File: src/rtl/upd_pkg.sv
package upd_pkg;

    // offset counter width and the width of the reported offset
    localparam int OFFSET_BITS = 16;
    localparam int FAIL_OFF_W  = 16;
    localparam logic [OFFSET_BITS-1:0] OFFSET_MAX = {OFFSET_BITS{1'b1}};

    // special characters
    localparam logic [7:0] CH_PERCENT = 8'h25;
    localparam logic [7:0] CH_PLUS    = 8'h2b;
    localparam logic [7:0] CH_SPACE   = 8'h20;
    localparam logic [4:0] BAD_DIGIT  = 5'h1f;

    // result queue geometry
    localparam int RQ_DEPTH = 4;
    localparam int RQ_PTR_W = $clog2(RQ_DEPTH);
    localparam int RQ_CNT_W = $clog2(RQ_DEPTH + 1);

    typedef enum logic [1:0] {
        PH_PLAIN = 2'd0,
        PH_HIGH  = 2'd1,
        PH_LOW   = 2'd2
    } phase_t;

    typedef enum logic [1:0] {
        KIND_DATA = 2'd0,
        KIND_OK   = 2'd1,
        KIND_FAIL = 2'd2
    } kind_t;

    typedef struct packed {
        kind_t                 kind;
        logic [7:0]            data_byte;
        logic [FAIL_OFF_W-1:0] fail_offset;
        logic                  end_mark;
    } result_t;

    // up to two results written into the queue in one cycle, slot 0 first
    typedef struct packed {
        logic    v0;
        logic    v1;
        result_t r0;
        result_t r1;
    } push_t;

    function automatic logic [4:0] hex_value(input logic [7:0] c);
        logic [4:0] v;
        case (c) inside
            [8'h30:8'h39]: v = 5'(c - 8'h30);
            [8'h61:8'h66]: v = 5'(c - 8'h61 + 8'd10);
            [8'h41:8'h46]: v = 5'(c - 8'h41 + 8'd10);
            default:       v = BAD_DIGIT;
        endcase
        return v;
    endfunction

endpackage

File: src/rtl/upd_core.sv
module upd_core (
    input  logic            clk,
    input  logic            rst_n,
    input  logic            byte_valid,
    output logic            byte_stall,
    input  logic [7:0]      in_byte,
    input  logic            last,
    input  logic            room,
    output logic            held,
    output upd_pkg::push_t  push
);
    import upd_pkg::*;

    logic                   held_reg;
    logic                   held_next;
    logic [7:0]             byte_reg;
    logic                   last_reg;
    logic                   accept;
    logic                   process;

    phase_t                 phase_reg, phase_next;
    logic [3:0]             hi_reg, hi_next;
    logic [OFFSET_BITS-1:0] off_reg, off_next;
    logic [OFFSET_BITS-1:0] esc_reg, esc_next;
    logic                   failed_reg, failed_next;
    logic [OFFSET_BITS-1:0] fo_reg, fo_next;

    logic [4:0]             digit;
    logic                   data_v;
    logic [7:0]             data_val;
    result_t                data_res;
    result_t                stat_res;

    assign accept     = byte_valid && !byte_stall;
    assign process    = held_reg && room;
    assign byte_stall = held_reg && !room;
    assign held       = held_reg;
    assign held_next  = accept ? 1'b1 : (process ? 1'b0 : held_reg);
    assign digit      = hex_value(byte_reg);

    always_comb
    begin
        phase_next  = phase_reg;
        hi_next     = hi_reg;
        off_next    = off_reg;
        esc_next    = esc_reg;
        failed_next = failed_reg;
        fo_next     = fo_reg;
        data_v      = 1'b0;
        data_val    = '0;
        stat_res    = '{kind: KIND_OK, data_byte: '0, fail_offset: '0, end_mark: 1'b1};

        if (process)
        begin
            if (!failed_reg)
            begin
                if (phase_reg == PH_PLAIN)
                begin
                    if (byte_reg == CH_PERCENT)
                    begin
                        esc_next   = off_reg;
                        phase_next = PH_HIGH;
                    end
                    else if (byte_reg == CH_PLUS)
                    begin
                        data_v   = 1'b1;
                        data_val = CH_SPACE;
                    end
                    else
                    begin
                        data_v   = 1'b1;
                        data_val = byte_reg;
                    end
                end
                else if (digit == BAD_DIGIT)
                begin
                    // bad hex digit fails at the percent sign
                    failed_next = 1'b1;
                    fo_next     = esc_reg;
                    phase_next  = PH_PLAIN;
                end
                else if (phase_reg == PH_HIGH)
                begin
                    hi_next    = digit[3:0];
                    phase_next = PH_LOW;
                end
                else
                begin
                    data_v     = 1'b1;
                    data_val   = {hi_reg, digit[3:0]};
                    phase_next = PH_PLAIN;
                end
            end

            // saturating offset
            if (off_reg != OFFSET_MAX)
            begin
                off_next = off_reg + 1'b1;
            end

            if (last_reg)
            begin
                // escape cut off by the end of the string
                if (!failed_next && phase_next != PH_PLAIN)
                begin
                    failed_next = 1'b1;
                    fo_next     = esc_next;
                end
                if (failed_next)
                begin
                    stat_res.kind        = KIND_FAIL;
                    stat_res.fail_offset = FAIL_OFF_W'(fo_next);
                end
                phase_next  = PH_PLAIN;
                hi_next     = '0;
                off_next    = '0;
                esc_next    = '0;
                failed_next = 1'b0;
                fo_next     = '0;
            end
        end
    end

    always_comb
    begin
        data_res = '{kind: KIND_DATA, data_byte: data_val, fail_offset: '0, end_mark: 1'b0};
        push     = '0;
        if (process)
        begin
            if (data_v)
            begin
                push.v0 = 1'b1;
                push.r0 = data_res;
                push.v1 = last_reg;
                push.r1 = stat_res;
            end
            else
            begin
                push.v0 = last_reg;
                push.r0 = stat_res;
            end
        end
    end

    always_ff @(posedge clk)
    begin
        if (accept)
        begin
            byte_reg <= in_byte;
            last_reg <= last;
        end
    end

    always_ff @(posedge clk or negedge rst_n)
    begin
        if (!rst_n)
        begin
            held_reg   <= 1'b0;
            phase_reg  <= PH_PLAIN;
            hi_reg     <= '0;
            off_reg    <= '0;
            esc_reg    <= '0;
            failed_reg <= 1'b0;
            fo_reg     <= '0;
        end
        else
        begin
            held_reg   <= held_next;
            phase_reg  <= phase_next;
            hi_reg     <= hi_next;
            off_reg    <= off_next;
            esc_reg    <= esc_next;
            failed_reg <= failed_next;
            fo_reg     <= fo_next;
        end
    end

endmodule

File: src/rtl/upd_queue.sv
module upd_queue (
    input  logic                          clk,
    input  logic                          rst_n,
    input  upd_pkg::push_t                push,
    output logic                          room,
    output logic                          result_valid,
    input  logic                          result_stall,
    output upd_pkg::result_t              head
);
    import upd_pkg::*;

    result_t               mem_reg [RQ_DEPTH];
    logic [RQ_PTR_W-1:0]   wr_ptr_reg, wr_ptr_next;
    logic [RQ_PTR_W-1:0]   rd_ptr_reg, rd_ptr_next;
    logic [RQ_CNT_W-1:0]   count_reg, count_next;
    logic [RQ_PTR_W-1:0]   wr_ptr_1;
    logic [1:0]            n_push;
    logic                  pop;

    assign wr_ptr_1     = wr_ptr_reg + 1'b1;
    assign n_push       = {1'b0, push.v0} + {1'b0, push.v1};
    assign pop          = result_valid && !result_stall;
    assign result_valid = count_reg != '0;
    assign head         = mem_reg[rd_ptr_reg];
    // two free entries so any item can be taken regardless of the sink
    assign room         = count_reg <= RQ_CNT_W'(RQ_DEPTH - 2);

    assign wr_ptr_next  = wr_ptr_reg + RQ_PTR_W'(n_push);
    assign rd_ptr_next  = rd_ptr_reg + RQ_PTR_W'(pop);
    assign count_next   = count_reg + RQ_CNT_W'(n_push) - RQ_CNT_W'(pop);

    always_ff @(posedge clk)
    begin
        if (push.v0)
        begin
            mem_reg[wr_ptr_reg] <= push.r0;
        end
        if (push.v1)
        begin
            mem_reg[wr_ptr_1] <= push.r1;
        end
    end

    always_ff @(posedge clk or negedge rst_n)
    begin
        if (!rst_n)
        begin
            wr_ptr_reg <= '0;
            rd_ptr_reg <= '0;
            count_reg  <= '0;
        end
        else
        begin
            wr_ptr_reg <= wr_ptr_next;
            rd_ptr_reg <= rd_ptr_next;
            count_reg  <= count_next;
        end
    end

endmodule

File: src/rtl/url_percent_decoder.sv
// url percent decoder: takes one escaped byte per item and gives the decoded
// string back as result items. a plus sign comes out as a space, a percent
// sign with two hex digits (either case) comes out as the byte they spell,
// and any other byte passes through. a bad hex digit, or a percent sign cut
// off by the end of the string, fails the string at the offset of that percent
// sign; no data follows a failure. the item flagged last produces a status
// result (kind 1 success, kind 2 failure with its offset, end_mark set) after
// any data it yields, and the decoder then starts fresh for the next string.
// throughput is one byte per cycle while the result queue has room: a byte
// sits in an input register, one pass of decode logic updates the escape
// state and writes its results into a four-entry result queue, and the queue
// hands out one result per cycle unless result_stall holds it. a final byte
// that also yields data gives two results, so a long run of such items is
// limited by the queue's single read port and stalls the input.
// the offset counter saturates at 65535.
module url_percent_decoder (
    input  logic        clk,
    input  logic        rst_n,
    input  logic        byte_valid,
    output logic        byte_stall,
    input  logic [7:0]  in_byte,
    input  logic        last,
    output logic        result_valid,
    input  logic        result_stall,
    output logic [1:0]  kind,
    output logic [7:0]  data_byte,
    output logic [15:0] fail_offset,
    output logic        end_mark
);
    import upd_pkg::*;

    push_t   push;
    result_t head;
    logic    room;
    logic    held;

    // input register, escape state and decode logic
    upd_core u_core (
        .clk        (clk),
        .rst_n      (rst_n),
        .byte_valid (byte_valid),
        .byte_stall (byte_stall),
        .in_byte    (in_byte),
        .last       (last),
        .room       (room),
        .held       (held),
        .push       (push)
    );

    // result queue, written up to two at a time, read one at a time
    upd_queue u_queue (
        .clk          (clk),
        .rst_n        (rst_n),
        .push         (push),
        .room         (room),
        .result_valid (result_valid),
        .result_stall (result_stall),
        .head         (head)
    );

    assign kind        = head.kind;
    assign data_byte   = head.data_byte;
    assign fail_offset = head.fail_offset;
    assign end_mark    = head.end_mark;

    // stall only while a byte waits in the input register
    a_stall_held: assert property (@(posedge clk) disable iff (!rst_n)
        byte_stall |-> held)
        else $error("stall raised with empty input register");

    // queue writes only happen for a held byte with room behind it
    a_push_room: assert property (@(posedge clk) disable iff (!rst_n)
        (push.v0 || push.v1) |-> (held && room))
        else $error("result written without room");

    // second slot is used only together with the first
    a_push_order: assert property (@(posedge clk) disable iff (!rst_n)
        push.v1 |-> (push.v0 && push.r1.end_mark && !push.r0.end_mark))
        else $error("result slots out of order");

    // status results carry end_mark and no data; data results carry no mark
    a_status_form: assert property (@(posedge clk) disable iff (!rst_n)
        result_valid |-> ((end_mark && kind != KIND_DATA && data_byte == 8'd0)
                          || (!end_mark && kind == KIND_DATA && fail_offset == 16'd0)))
        else $error("malformed result");

endmodule
File: config.mk
export PLATFORM = sky130hd
export DESIGN_NAME = url_percent_decoder
export DESIGN_NICKNAME = d
export VERILOG_FILES = /design/src/rtl/upd_pkg.sv /design/src/rtl/upd_core.sv /design/src/rtl/upd_queue.sv /design/src/rtl/url_percent_decoder.sv
export SDC_FILE = /design/constraint.sdc
export NUM_CORES = 1
export LEC_CHECK = 0
export ABC_CLOCK_PERIOD_IN_PS = 5500
export BUFFER_PORTS_ARGS = -buffer_cell sky130_fd_sc_hd__buf_4
export CORE_AREA = 2 2 118 177
export DETAILED_ROUTE_END_ITERATION = 8
export DIE_AREA = 0 0 120 179
export PLACE_DENSITY_LB_ADDON = 0.12
export SLEW_MARGIN = 20
export SYNTH_ARGS = -nofsm -noshare
export SYNTH_HDL_FRONTEND = slang
export SYNTH_SLANG_ARGS = --single-unit
export TNS_END_PERCENT = 20
File: constraint.sdc
create_clock -name clk -period 5.5 [get_ports clk]
set_input_delay 1.1 -clock clk [delete_from_list [all_inputs] [get_ports clk]]
set_output_delay 1.1 -clock clk [all_outputs]
set_load 0.005 [all_outputs]
* Yosys cells after proc, flatten, opt, wreduce, memory -nomap -nowiden
Memory sizes are Yosys's and may differ from the RTL's. Index checks and enable logic that the tools add are counted.
Word-level totals: register bits after elaboration 72, input bits 13, RAM bits 108, logic and storage cells 121, memories kept 1, output and inout port bits 29
Operators by class: reduce and logical (&&, ||, !) cells 20, equal/unequal tests 8, $lt $le $gt $ge 7, add/sub/neg operators 12, muxes and demuxes 61
Memories:
- u_queue.mem_reg | words 4, width 27, read ports 1, clocked after memory_dff 0, wr ports 2, line upd_queue.sv:12 | result_t mem_reg [RQ_DEPTH];
Operator list (count):
- two-way mux 16 bit | 13
- two-way mux 56 bit | 1
- two-way mux 27 bit | 2
- two-way mux 8 bit | 6
- two-way mux 1 bit | 22
- two-way mux 4 bit | 5
- two-way mux 2 bit | 9
- adder 16 x 1 -> 16 bit (second input constant) | 1
- equality test 8 x 6 -> 1 bit (second input constant) | 2
- greater-or-equal comparator 8 x 7 -> 1 bit (second input constant) | 2
- <= comparator 8 x 7 -> 1 bit (second input constant) | 2
- inequality test 16 bit (second input constant) | 1
- two-way mux 5 bit | 3
- adder 5 x 4 -> 5 bit (second input constant) | 2
- subtractor 5 x 1 -> 5 bit (second input constant) | 2
- greater-or-equal comparator 8 x 6 -> 1 bit (second input constant) | 1
- <= comparator 8 x 6 -> 1 bit (second input constant) | 1
- logical AND 1 bit | 8
- nonzero test 2 bit | 4
- inequality test 2 x 1 -> 1 bit (second input constant) | 3
- equality test 5 bit (second input constant) | 1
- AND reduction 5 bit | 1
- subtractor 5 bit (second input constant) | 1
- logical NOT 1 bit | 4
- 11 further kinds | 11

* Longest topological paths before layout
word-level depth 22, depth in mapped cells 15, depth with buffers taken out 13

* Modules after synthesis
From an unflattened synthesis, not the netlist that was laid out.
Second synthesis, totals: cells, all modules 736, area, all modules 9810.7 um^2
By module, submodules not included:
- upd_queue | seq. area each 3418.3 um^2, area an instance 5850.6 um^2, cells an instance 301, times used 1
- upd_core | seq. area each 1671.6 um^2, area an instance 3960.0 um^2, cells an instance 435, times used 1

* Worst setup path before layout
No wires, ideal clock.
path kind register to register, from reg u_core.byte_reg[1], to reg u_queue.count_reg[2], buffers on the path 2, cell stages (with the launch flop) 16, setup slack 2.349 ns, clock period less this slack 3.151 ns, required time 5.377 ns, library setup time 0.123 ns, arrival time 3.029 ns, cells stage by stage edfxtp_1 inv_1 ha_1 o21bai_1 a21oi_2 a21oi_4 a21o_1 buf_6 buf_2 nor2_1 ha_1 inv_1 ha_1 inv_1 fa_1 xnor2_1
Between the ends: cells in the longest elaborated chain, start to end 15, elaborated cells on any way between the ends 30, those cells by class 8 x add/sub; 6 x order compare; 2 x eq/ne; 11 x mux; 3 x reduce/logical
Ends and longest elaborated chain:
- start, declared | line upd_core.sv:16 | logic [7:0] byte_reg;
- start signal, assigned | line upd_core.sv:149 | byte_reg <= in_byte;
- subtractor 5 x 1 -> 5 bit, or another cell as far along | line upd_pkg.sv:50, upd_pkg.sv:51
- adder 5 x 4 -> 5 bit or logical AND 1 bit (tied branches) | line upd_pkg.sv:50, upd_pkg.sv:51, upd_core.sv:39
- two-way mux 5 bit (3 in a row) | line upd_pkg.sv:48 | case (c) inside
- equality test 5 bit | line upd_core.sv:75 | else if (digit == BAD_DIGIT)
- two-way mux 1 bit | line upd_core.sv:75
- two-way mux 1 bit (*) | line upd_core.sv:57 | if (phase_reg == PH_PLAIN)
- two-way mux 1 bit (*) | line upd_core.sv:55 | if (!failed_reg)
- two-way mux 1 bit (*) | line upd_core.sv:53 | if (process)
- two-way mux 1 bit | line upd_core.sv:130 | if (data_v)
- two-way mux 56 bit (*) | line upd_core.sv:128 | if (process)
- adder 1 x 1 -> 2 bit (*) | line upd_queue.sv:21 | assign n_push = {1'b0, push.v0} + {1'b0, push.v1};
- adder 3 x 2 -> 3 bit (*) | line upd_queue.sv:30 | assign count_next = count_reg + RQ_CNT_W'(n_push) - RQ_CNT_W'(pop);
- subtractor 3 x 1 -> 3 bit (*) | line upd_queue.sv:30
- named net u_queue.count_next[2] | line upd_queue.sv:15 | logic [RQ_CNT_W-1:0] count_reg, count_next;
- end signal, assigned | line upd_queue.sv:56 | count_reg <= count_next;
- end, declared | line upd_queue.sv:15
The timed path passes the listed nets; every way through them passes the cells marked *. A chain may end at the register's enable or synchronous reset.

* Final worst setup path
from reg u_core.byte_reg[0], to reg u_queue.count_reg[2]
Same word-level chain as after synthesis.

==> impl_metrics.ini <==
[outcome]
status = finished clean

[place]
dp_hpwl_um = 14600
place_congestion = 0.794
port_buffers = 41

[logic_synthesis]
ys_dominant_reg_cell = edfxtp_1
syn_nets = 790
synth-seq-area-share_pct = 53.9
syn-instance-count = 765
synth.top_cell.area_share_pct = 28.9
yosysUniqueCellTypes = 69
yosys_warnings = 0
avgSynthCellArea_um2 = 11.6
synthArstFlopShare_pct = 35.0
synth_area_um2 = 8840
synthTopCellsByArea = edfxtp_1, dfrtp_1, dfxtp_1
synth-edff-count = 85
ys_ff_latch = 180
synth_top_cell_by_area = edfxtp_1

[drt]
top_layer_used = met4
route.met2.wl_um = 11300
wl_met3_um = 1050
dr.first_iter.drc_count = 566
routed_wl_um = 21800
vias_per_cell = 5.91
drc = 0
num_vias = 6241
wl_per_cell_um = 20.6
wl_met1_um = 8870
ant_nets = 0
firstDrtPassIters = 6

[worst_setup_path]
regToRegSetupSlack_ps = 1940
crit_start = u_core.byte_reg[0]
worstPathArrival_ps = 3890
worstPathRequired_ps = 5830
crit_slowest_cell = edfxtp_1
cp_max_fo = 19
slowest_delay_ps = 510
timing.rr.end = u_queue.count_reg[2]
cp-start-kind = register
r2r_start = u_core.byte_reg[0]
worst_setup_path_end_kind = register
crit_type = reg -> reg
crit_chain = inv_1, ha_1, o21bai_1, a21oi_2, a21oi_4, a21o_1, nor2_1, ha_1, inv_1, ha_1, inv_1, fa_1, xnor2_1
reg2reg_depth = 13
endpoint = u_queue.count_reg[2]

[clock_tree]
clk_pin_slew_worst_paths_ps = 60
cts_root_buffer = clkbuf_16
post_cts_resized = 0
clk_latency_ps = 440
cts_tree = done
cts_hold_buf = 0
cts_buffer_depth = 2
cts_setup_buffers = 0
cts_inserted_buffers = 17
clock-sinks = 180
htreeDepth = 4

[layout]
multiInputGateArea_um2 = 3730
num_antenna_cells = 0
largest_reg_flops = 108
synthToLayoutAreaGrowth_pct = 11.5
nets = 804
final_cell_mix = nor2_1, edfxtp_1, nand2_1
final-seq-area_um2 = 4770
layout_commonest_cell = nor2_1
drive_above_1_share_pct = 19.2
fillCellCount = 1804

[power_and_ir_drop]
leakagePower_nw = 3.65
ir_drop_v = 0.000187
power_w = 0.00495
p_per_area_nw_per_um2 = 501

[timing]
hold_viol = 0
worst_pin_slew_ps = 914
report.final.slew_viol_count = 0
maxSlewHeadroom_pct = 39.0
fmax_mhz = 281
rsz0062_at_grt = false
fin_crit_ps = 3560
finClkSkew_ps = 7.33
setup_violations = 0
setup_tns_ps = 0
holdWs_ps = 468
fin_crit_sh_pct = 64.7

[min_path]
hold_path_class = reg -> reg

[die]
rows = 64
start_util_pct = 44.0
core_region_area_um2 = 20100
die_h_um = 179
die_w_um = 120
ios = 42
dieArea_um2 = 21500

[global_routing]
grt_pass1_wl_um = 35200
grt_max_degree = 64
grt_pass1_vias = 6385
antenna_found_initial = 0
overflow = 0
grt.total_usage_pct = 21.4

[run]
maxCapViolCount = 0
==> synthesized netlist by cell type, types with 3 or more instances <==
| library cell | count |
|---|---|
| a22oi_1 | 29 |
| nand3_1 | 10 |
| xnor2_1 | 6 |
| nor2_1 | 96 |
| and2_1 | 6 |
| a32o_1 | 3 |
| a21oi_1 | 17 |
| a22o_1 | 21 |
| buf_6 | 5 |
| o22ai_1 | 3 |
| a31oi_1 | 6 |
| o32a_1 | 16 |
| buf_1 | 3 |
| or3_1 | 8 |
| nor3b_1 | 5 |
| and4_1 | 4 |
| dfrtp_1 | 63 |
| nand2b_1 | 4 |
| o21ai_0 | 54 |
| nand2_1 | 66 |
| xor2_1 | 5 |
| nor3_1 | 6 |
| clkbuf_1 | 30 |
| a21o_1 | 5 |
| a32oi_1 | 3 |
| ha_1 | 11 |
| nor2b_1 | 3 |
| nand4_1 | 9 |
| o2bb2ai_1 | 14 |
| a21oi_2 | 3 |
| inv_1 | 22 |
| dfxtp_1 | 32 |
| mux2_2 | 16 |
| mux4_2 | 27 |
| buf_2 | 15 |
| mux2i_1 | 3 |
| o21ai_2 | 12 |
| edfxtp_1 | 85 |
==> metrics by stage <==
step	setup WS, ps	utilization [%]	std cells	area (µm²)
final	1940	49.1	1056	9870
after global routing	1590	49.1	1056	9870
after CTS	1900	49.1	1056	9860
after detailed placement	1890	46.2	1024	9280
after global placement	1930	46.2	1024	9280
after floorplan	2350	-	765	8840
==> per-layer routing <==
layer  global-route usage (%)  vias to the layer above
li1                         -                     2893
met4                     8.14                        0
met5                        0                        -
met3                     4.26                       43
met1                     26.4                     3113
met2                     37.1                      192
==> worst min-delay path by stage <==
stage / start / endpoint / slack [ps] / cells past startpoint
6_report: u_queue.rd_ptr_reg[1] / u_queue.rd_ptr_reg[1] / 470 / 1
5_1_grt: u_queue.mem_reg[2][24] / u_queue.mem_reg[2][24] / 480 / 1
4_1_cts: u_queue.mem_reg[3][23] / u_queue.mem_reg[3][23] / 470 / 2
3_5_place_dp: u_queue.mem_reg[0][18] / u_queue.mem_reg[0][18] / 450 / 1
3_3_place_gp: u_queue.mem_reg[0][24] / u_queue.mem_reg[0][24] / 440 / 1
2_1_floorplan: u_queue.mem_reg[2][22] / u_queue.mem_reg[2][22] / 430 / 1
==> cell type report <==
class | instances | share of cell area [%]
Sequential cell | 180 | 48.4
Multi-Input combinational cell | 508 | 37.8
Clock buffer | 22 | 4.82
Timing Repair Buffer | 49 | 3.73
Tap cell | 264 | 3.35
Clock inverter | 10 | 1.05
Inverter | 23 | 0.875
==> kinds of logic (layout without fill, tap and decap cells) <==
| kind of cell | after synthesis | after routing | synth area share (%) |
|---|---|---|---|
| XOR/XNOR | 11 | 11 | 1.09 |
| multiplexers | 46 | 46 | 9.25 |
| adder cells (fa/ha/maj) | 12 | 12 | 1.78 |
| AO/OA/AOI/OAI | 211 | 211 | 18.1 |
| buffers and inverters | 77 | 104 | 3.95 |
| flip-flops | 180 | 180 | 53.9 |
| AND/OR/NAND/NOR | 228 | 228 | 11.9 |
==> worst max-delay path, delay by kind of cell, from the launching register on <==
kind | cells | cell delay (ps)
AO/OA/AOI/OAI | 4 | 1150
flip-flops | 1 | 510
buffers and inverters | 3 | 290
AND/OR/NAND/NOR | 1 | 230
adder cells (fa/ha/maj) | 4 | 1130
XOR/XNOR | 1 | 140
==> report_power, final <==
part	internal (W)	switching [W]
clock	0.000703	0.000515
combinational	0.000755	0.000912
sequential	0.00180	0.000265
total	0.00326	0.00169
No activity file was read; power rests on OpenSTA's default activity.
